`src/rtl/angle_unwrap_velocity_tracker_defines.svh`:
```
// ----------------------------------------------------------------------------
// Angle unwrap velocity tracker: assertion macros
// Shared property wrappers. They are clocked on clk and held off while rst_n is low.
// ----------------------------------------------------------------------------
`ifndef ANGLE_UNWRAP_VELOCITY_TRACKER_DEFINES_SVH
`define ANGLE_UNWRAP_VELOCITY_TRACKER_DEFINES_SVH

// The consequent must hold in the same cycle as the antecedent.
`define AUTV_ASSERT_NOW(lbl, ante, cons, msg) \
  lbl: assert property (@(posedge clk) disable iff (!rst_n) (ante) |-> (cons)) \
    else $error(msg);

// The consequent must hold in the cycle after the antecedent.
`define AUTV_ASSERT_NEXT(lbl, ante, cons, msg) \
  lbl: assert property (@(posedge clk) disable iff (!rst_n) (ante) |=> (cons)) \
    else $error(msg);

`endif

```
`src/rtl/autv_unwrap.sv`:
```
// ----------------------------------------------------------------------------
// autv_unwrap
// Step between two absolute angles, folded into one half turn either way.
// ----------------------------------------------------------------------------
module autv_unwrap #(
  parameter int ANGLE_BITS = 12
) (
  input  logic [ANGLE_BITS-1:0]      angle_new,
  input  logic [ANGLE_BITS-1:0]      angle_old,
  output logic signed [ANGLE_BITS:0] delta
);

  localparam int WW = ANGLE_BITS + 2;
  localparam logic signed [WW-1:0] HALF = WW'(1) << (ANGLE_BITS - 1);
  localparam logic signed [WW-1:0] FULL = WW'(1) << ANGLE_BITS;

  logic signed [WW-1:0] raw_d;
  logic signed [WW-1:0] fold_d;

  always_comb begin
    raw_d = $signed({2'b00, angle_new}) - $signed({2'b00, angle_old});
    // A step of exactly half a turn is left alone.
    if (raw_d > HALF) begin
      fold_d = raw_d - FULL;
    end else if (raw_d < -HALF) begin
      fold_d = raw_d + FULL;
    end else begin
      fold_d = raw_d;
    end
    delta = fold_d[ANGLE_BITS:0];
  end

endmodule

```
`config.mk`:
```
export PLATFORM = sky130hd
export DESIGN_NAME = autv_unwrap
export DESIGN_NICKNAME = d
export VERILOG_FILES = /design/src/rtl/angle_unwrap_velocity_tracker_defines.svh /design/src/rtl/autv_unwrap.sv
export SDC_FILE = /design/constraint.sdc
export NUM_CORES = 1
export LEC_CHECK = 0
export BUFFER_PORTS_ARGS = -buffer_cell sky130_fd_sc_hd__buf_2
export CORE_MARGIN = 3
export CORE_UTILIZATION = 25
export DETAILED_ROUTE_END_ITERATION = 10
export SLEW_MARGIN = 20
export SYNTH_ARGS = -nofsm -noshare
export SYNTH_HDL_FRONTEND = slang
export SYNTH_SLANG_ARGS = --single-unit
```
`constraint.sdc`:
```
create_clock -name vclk -period 3
set_clock_uncertainty 0.05 [all_clocks]
set_input_delay 0.3 -clock vclk [all_inputs]
set_output_delay 0.3 -clock vclk [all_outputs]
set_load 0.01 [all_outputs]
```
==> summary.txt <==
Run status
  • Status: finished clean

Place
  • RD Place Congestion: 0.839
  • Number of port buffers: 37
  • Pre-CTS WS: 0.271 ns
  • DP HPWL: 1800 um

STA
  • # setup viols final: 0
  • Tcrit/Tclk final: 91.1%
  • Slew Viols, Final: 0
  • Slew Limit Headroom: 64.6%
  • Achievable frequency: 366 MHz
  • Tmin final: 2.73 ns
  • RSZ-0062 raised after global routing: no
  • Setup ws final: 0.267 ns
  • Setup tns final: 0 ns
  • Worst Tran Pin Value: 0.523 ns
  • Hold Vio Cnt, Final: 0

Synth
  • Mapped Area: 747 sq um
  • Most frequent cells after synthesis: inv_1, ha_1, a21oi_1, nor2_1
  • Sequential share of the synthesized area: 0%
  • Mapped Nets: 143
  • Synth Area per Inst: 7.05 sq um
  • Main combinational cell family by area after synthesis: compound AO/OA/AOI/OAI gates
  • Synth warnings: 0
  • Main area contributors after synthesis: ha_1, inv_1, a21oi_1, nor2_1, xnor2_1
  • Simple-gate share of the synthesized area: 24.0%
  • Synth top area share: 20.1%
  • Synth Area in Compound Gates: 32.5%
  • Fraction of synthesized area in multiplexers: 2.85%
  • Most frequent cell after synthesis: inv_1
  • Distinct cell type count after synthesis: 41
  • Syn Inst Count: 106
  • Top cell type by total area after synthesis: ha_1
  • Synth Area in Adders: 22.8%
  • Post-Synth XOR/XNOR Area: 7.04%

Setup path
  • Setup crit end: delta[12]
  • CP Buf/Inv Count: 3
  • Slowest cell delay on critical path: 0.42 ns
  • CP Depth: 11
  • Sequence of cells on the critical path: buf_2, inv_1, ha_1, fa_1, nand2b_1, a21oi_1, o21a_1, xor2_1, a211oi_2, a211oi_2, buf_2
  • WP data required: 2.65 ns
  • CP max-delay cell: fa_1
  • Critical path arrival: 2.38 ns
  • Critical Path Start: angle_new[0]
  • Startpoint Class: input pin
  • Worst-path fanout max: 3
  • CP delay by family, top: compound AO/OA/AOI/OAI gates
  • Crit. End Element: output port
  • Crit Path Class: in -> out

Floorplan
  • # rows: 19
  • Die area: 3680 sq um
  • Core ar.: 2810 sq um
  • Initial Util: 26.6%
  • Top-Level Pins: 37
  • Die Ht: 60.7 um
  • Die outline width: 60.7 um

Power
  • Max VDD drop: 0.0000452 V
  • Leakage: 0.508 nW
  • Tot Pwr: 0.229 mW
  • Pwr dens: 239 nW/um^2

Layout
  • FF+latch area: 0 sq um
  • Synth-to-layout area growth: 28.6%
  • Final #Nets: 180
  • Clock buffers: 0
  • Share of cells above drive strength 1: 31.9%
  • FFs & Latches: 0
  • ANT cells: 0

Route
  • ANT nets after route: 0
  • Detailed-route DRC error count: 0
  • Drt wl/cell: 11.6 um
  • Vias per inst: 4.99
  • First-pass DRT Iterations: 4
  • DRT iter0 DRCs: 23
  • DR vias: 859
  • Final wirelength: 2000 um

Global routing
  • Vias in the first global route: 784
  • GRT overflow: 0
  • Antenna violations before repair: 0
  • GRT Total Usage: 11.1%
  • Largest net degree at the start of global routing: 9
  • First-pass GRT wire length: 3280 um

Clock network
  • Post-cts sizing count: 0
  • Hold Buf Count CTS: 0
  • Post-CTS setup buffers: 0

Run
  • Max-Cap Viols: 0

Hold path
  • Worst hold path depth: 4
  • HP Class: in -> out
how the worst min path moves through the flow:
stage | from | endpoint | slack [ns]
5_1_grt | angle_old[0] | delta[0] | 0.94
2_1_floorplan | angle_old[0] | delta[0] | 0.70
3_3_place_gp | angle_old[0] | delta[0] | 0.90
4_1_cts | angle_old[0] | delta[0] | 0.90
6_report | angle_old[0] | delta[0] | 0.90
3_5_place_dp | angle_old[0] | delta[0] | 0.90
metal layers:
metal | share of wire [%] | up-vias | GRT usage [%]
met2 | 51 | 22 | 21.5
met5 | 0 | - | 0
met1 | 45 | 386 | 14.3
met3 | 4.1 | 0 | 0.213
li1 | - | 451 | -
met4 | 0 | 0 | 0
per-stage QoR:
step | instances | hold slack, ns | instance area [sq um] | util, %
after floorplan | 106 | 0.704 | 747 | -
after global placement | 172 | 0.903 | 961 | 34.3
after detailed placement | 172 | 0.903 | 961 | 34.3
after CTS | 172 | 0.903 | 961 | 34.3
after global routing | 172 | 0.935 | 961 | 34.3
final | 172 | 0.900 | 961 | 34.3
power breakdown:
part           total [mW]  leakage (nW)  internal, mW  switching, mW
Sequential              0             0             0              0
Clock                   0             0             0              0
Combinational       0.229         0.508         0.103          0.127
kinds of logic after synthesis:
kind of cell,Yosys count
buffers and inverters,21
AO/OA/AOI/OAI,34
AND/OR/NAND/NOR,30
XOR/XNOR,6
multiplexers,2
adder cells (fa/ha/maj),13
cell usage in the layout (no fill, tap or decap), types with 2 or more instances in the layout:
cell type	n
a211oi_2	2
o211ai_1	3
xnor2_1	3
a311oi_1	2
nor2b_1	2
o21ai_1	2
ha_1	12
and2_4	2
o21a_1	2
nor2_1	8
inv_1	19
buf_2	37
xor2_1	3
and2_1	2
a21oi_1	8
nand2_1	5
o21ai_0	5
or3_1	2
cell type report:
| type | instances | area [sq um] |
|---|---|---|
| repair buffers | 37 | 185 |
| fillers | 313 | 1840 |
| multi-input cells | 85 | 666 |
| inverters | 19 | 71.3 |
| well taps | 31 | 38.8 |
(Power assumes the default switching activity.)
