`src/rtl/angle_unwrap_velocity_tracker_defines.svh`:
```
// ----------------------------------------------------------------------------
// Angle unwrap velocity tracker: assertion macros
// Shared property wrappers. They are clocked on clk and held off while rst_n is low.
// ----------------------------------------------------------------------------
`ifndef ANGLE_UNWRAP_VELOCITY_TRACKER_DEFINES_SVH
`define ANGLE_UNWRAP_VELOCITY_TRACKER_DEFINES_SVH

// The consequent must hold in the same cycle as the antecedent.
`define AUTV_ASSERT_NOW(lbl, ante, cons, msg) \
  lbl: assert property (@(posedge clk) disable iff (!rst_n) (ante) |-> (cons)) \
    else $error(msg);

// The consequent must hold in the cycle after the antecedent.
`define AUTV_ASSERT_NEXT(lbl, ante, cons, msg) \
  lbl: assert property (@(posedge clk) disable iff (!rst_n) (ante) |=> (cons)) \
    else $error(msg);

`endif

```
`src/rtl/autv_pkg.sv`:
```
// ----------------------------------------------------------------------------
// autv_pkg
// Widths, codes and helpers for the angle unwrap and velocity tracker.
// ----------------------------------------------------------------------------
package autv_pkg;

  localparam int ALPHA_W   = 17;
  localparam int GAIN_W    = 24;
  localparam int CFG_DATA_W = 24;
  localparam int CUSTOM_W  = 32;
  localparam int VEL_W     = 37;
  localparam int MUL_A_W   = VEL_W + 1;
  localparam int MUL_B_W   = GAIN_W + 1;
  localparam int MUL_P_W   = MUL_A_W + MUL_B_W;
  localparam int FRAC_BITS = 16;

  localparam logic [ALPHA_W-1:0] ALPHA_ONE = ALPHA_W'(65536);
  localparam logic [GAIN_W-1:0]  GAIN_RST  = GAIN_W'(65536);

  // Command codes.
  localparam logic CMD_SAMPLE     = 1'b0;
  localparam logic CMD_SET_CUSTOM = 1'b1;

  // Register indexes.
  localparam logic CFG_FILTER_ALPHA  = 1'b0;
  localparam logic CFG_VELOCITY_GAIN = 1'b1;

  typedef struct packed {
    logic               go;
    logic [MUL_A_W-1:0] a;
    logic [MUL_B_W-1:0] b;
  } mul_req_t;

  // Clamp a wide signed value to the signed velocity range.
  function automatic logic signed [VEL_W-1:0] sat_vel(input logic signed [MUL_P_W-1:0] v);
    logic signed [MUL_P_W-1:0] vmax;
    logic signed [MUL_P_W-1:0] vmin;
    vmax = MUL_P_W'({1'b0, {(VEL_W-1){1'b1}}});
    vmin = ~vmax;
    if (v > vmax) begin
      sat_vel = vmax[VEL_W-1:0];
    end else if (v < vmin) begin
      sat_vel = vmin[VEL_W-1:0];
    end else begin
      sat_vel = v[VEL_W-1:0];
    end
  endfunction

endpackage

```
`src/rtl/autv_mul.sv`:
```
// ----------------------------------------------------------------------------
// autv_mul
// Shared signed multiplier with a registered product.
// ----------------------------------------------------------------------------
module autv_mul (
  input  logic                                  clk,
  input  autv_pkg::mul_req_t                    req,
  output logic signed [autv_pkg::MUL_P_W-1:0]   prod
);

  logic signed [autv_pkg::MUL_P_W-1:0] prod_r;

  always_ff @(posedge clk) begin
    if (req.go) begin
      prod_r <= $signed(req.a) * $signed(req.b);
    end
  end

  assign prod = prod_r;

endmodule

```
`config.mk`:
```
export PLATFORM = sky130hd
export DESIGN_NAME = autv_mul
export DESIGN_NICKNAME = d
export VERILOG_FILES = /design/src/rtl/angle_unwrap_velocity_tracker_defines.svh /design/src/rtl/autv_pkg.sv /design/src/rtl/autv_mul.sv
export SDC_FILE = /design/constraint.sdc
export NUM_CORES = 2
export LEC_CHECK = 0
export BUFFER_PORTS_ARGS = -buffer_cell sky130_fd_sc_hd__buf_2
export CORE_UTILIZATION = 50
export DETAILED_ROUTE_END_ITERATION = 8
export PLACE_DENSITY = 0.67
export RECOVER_POWER = 50
export SETUP_SLACK_MARGIN = 0.3
export SKIP_CTS_REPAIR_TIMING = 1
export SYNTH_ARGS = -nofsm -noshare
export SYNTH_HDL_FRONTEND = slang
export SYNTH_SLANG_ARGS = --single-unit
```
`constraint.sdc`:
```
create_clock -name clk -period 13.55 [get_ports clk]
set_clock_uncertainty 0.1 [all_clocks]
set_input_delay 0.6775 -clock clk [delete_from_list [all_inputs] [get_ports clk]]
set_output_delay 0.6775 -clock clk [all_outputs]
set_load 0.01 [all_outputs]
```
==> impl_metrics.toml <==
[drt]
drt-initial-drc-count = 1618
routedWlPerCell_um = 20.0
wirelength_um = 92200
num_vias = 24500
antenna_left = 0
drt_pass1_iterations = 8
vias_per_cell = 5.31
post-route-drc-count = 0

[synth]
synth_ff_type = "edfxtp_1"
synth-simple-area-share = 0.152
synth.distinct_cells = 61
netlist_instances = 3706
synth.mux.area_fraction = 0
synth_edf_count = 63
synth_area_um2 = 34600
avgSynthCellArea_um2 = 9.34
synth_compound_area_frac = 0.0364
synth_fa_ha_area_frac = 0.614
ys_ff_latch = 63
async_flop_share = 0
yosys_warnings = 0
ys_seq_area_frac = 0.0546
synth_xor_area_frac = 0.0175
synth_fp_nets = 4895
synth_top_family_by_area = "adder cells"

[min_path]
worstHoldPathCells = 1
hold_class = "in -> reg"
min-delay-start = "req[63]"
min_to = "prod[62]$_DFFE_PP_"

[clock_tree]
cts-buffers-inserted = 9
cts_max_level = 3
cts_tree = "done"
root_buffer = "clkbuf_16"
cts_sinks = 63
clk_path_buf_depth = 2
clk_pin_slew_ns = 0.07

[sta]
setup_ws_ns = 3.65
fmax_ghz = 0.101
finalCritPeriodShare = 0.731
relSlewSlack = -1.29
tns_ns = 0
setup_viol = 0
rsz0062_at_grt = "false"
period_needed_ns = 9.90
tightest_slew_ns = 3.43
hold_viol = 0
slew_violations = 99

[placement]
dpl.hpwl_um = 69900
gp_congestion = 0.922
portBuffers = 127
post-place-ws_ns = 3.76

[finish]
largest_reg_flops = 63
drive_gt1_frac = 0.0338
multiInputGateArea_um2 = 28400
seqCellArea_um2 = 1890
syn_to_final_growth_pct = 4.08
nFillCells = 6313
nets = 4855

[floorplanning]
start_util = 0.505
core_area_um2 = 68600
dieArea_um2 = 70300
row_count = 96
fp.dieW_um = 265
fp.dieH_um = 265
ioPinCount = 128

[worst_setup_path]
cpMostUsedCell = "fa_1"
cp_cell_sequence = "buf_2 -> clkbuf_1 -> and2_1 -> ha_1 -> fa_1 -> inv_1 -> fa_1 -> inv_1 -> fa_1 -> fa_1 -> ha_1 -> a21o_1 -> a21o_1 -> a2111oi_2 -> nor2_1 -> nor4b_1 -> o211ai_1 -> nand4_1 -> a41oi_1 -> xnor2_1"
crit_path_max_fanout = 38
crit_type = "in -> reg"
worst_ep_required_time_ns = 13.55
crit_arrival_ns = 9.90
slowest_stage = "clkbuf_1"
start_kind = "input pin"
crit_path_end_kind = "flop"
critPathTopFamily = "adder cells"
crit_buf_inv = 4
critPathMaxStageDelay_ns = 1.53

[outcome]
violations = "max-capacitance violations, max-slew violations"
outcome = "finished, violations left"

[grt]
grt_max_degree = 60
antenna_found_initial = 7
grt_pass1_vias = 26800
grt_pass1_wl_um = 150000
overflow = 0
grtUsageTotal = 0.280

[flow_run]
drv_cap = 2
==> logic make-up after synthesis <==
family                     Yosys count
buffers and inverters             1153
adders and majority gates         1124
and+or+nand+nor                   1109
AOI/OAI and AO/OA                  188
xor gates and xnor gates            69
DFF                                 63
==> synth_stat cells (17+ instances only) <==
cell | number | area, µm²
ha_1 | 167 | 2090
and2_1 | 371 | 2320
fa_1 | 957 | 19200
a21oi_1 | 71 | 355
clkbuf_1 | 174 | 653
nand2_1 | 597 | 2240
inv_1 | 961 | 3610
edfxtp_1 | 63 | 1890
o21ai_0 | 22 | 110
xor2_1 | 23 | 201
xnor2_1 | 46 | 403
a21o_1 | 32 | 240
nor2_1 | 61 | 229
nand3_1 | 17 | 85.1
==> routing by layer <==
| metal | global-route usage | share of wire |
|---|---|---|
| met5 | 0 | 0.00014 |
| met4 | 0.0789 | 0.029 |
| met3 | 0.0448 | 0.077 |
| met2 | 0.483 | 0.50 |
| met1 | 0.366 | 0.39 |
==> final cells by class <==
cell class	instances	area share
multi-input combinational	2490	0.788
inverter	961	0.100
sequential	63	0.0525
tap	931	0.0323
timing repair buffer	141	0.0186
clock buffer	9	0.00625
clock inverter	7	0.00215
antenna	4	0.000278
==> per-stage QoR <==
step / util / hold WS [ns] / cells / area [µm²]
floorplan: - / 0.690 / 3706 / 34600
global placement: 0.522 / 0.859 / 4586 / 35800
detailed placement: 0.522 / 0.868 / 4586 / 35800
CTS: 0.526 / 0.476 / 4602 / 36100
global route: 0.525 / 0.559 / 4605 / 36000
finish: 0.525 / 0.559 / 4606 / 36000
==> how the worst max path moves through the flow <==
stage          startpoint            endpoint  cells after the start
2_1_floorplan      req[4]  prod[55]$_DFFE_PP_                     25
3_3_place_gp       req[1]  prod[62]$_DFFE_PP_                     21
3_5_place_dp       req[1]  prod[62]$_DFFE_PP_                     21
4_1_cts            req[1]  prod[62]$_DFFE_PP_                     21
5_1_grt            req[0]  prod[62]$_DFFE_PP_                     20
6_report           req[0]  prod[62]$_DFFE_PP_                     20
==> cell usage in the layout (no fill, tap or decap), types with 46 or more instances in the layout <==
cell type	synthesis	layout
clkbuf_1	174	53
edfxtp_1	63	63
xnor2_1	46	46
inv_1	961	961
nor2_1	61	61
a21oi_1	71	71
buf_2	4	76
ha_1	167	167
and2_1	371	371
nand2_1	597	597
fa_1	957	957
Power is not shown: default switching activity piles up to over one toggle a cycle in this logic, so the estimate is an artifact.
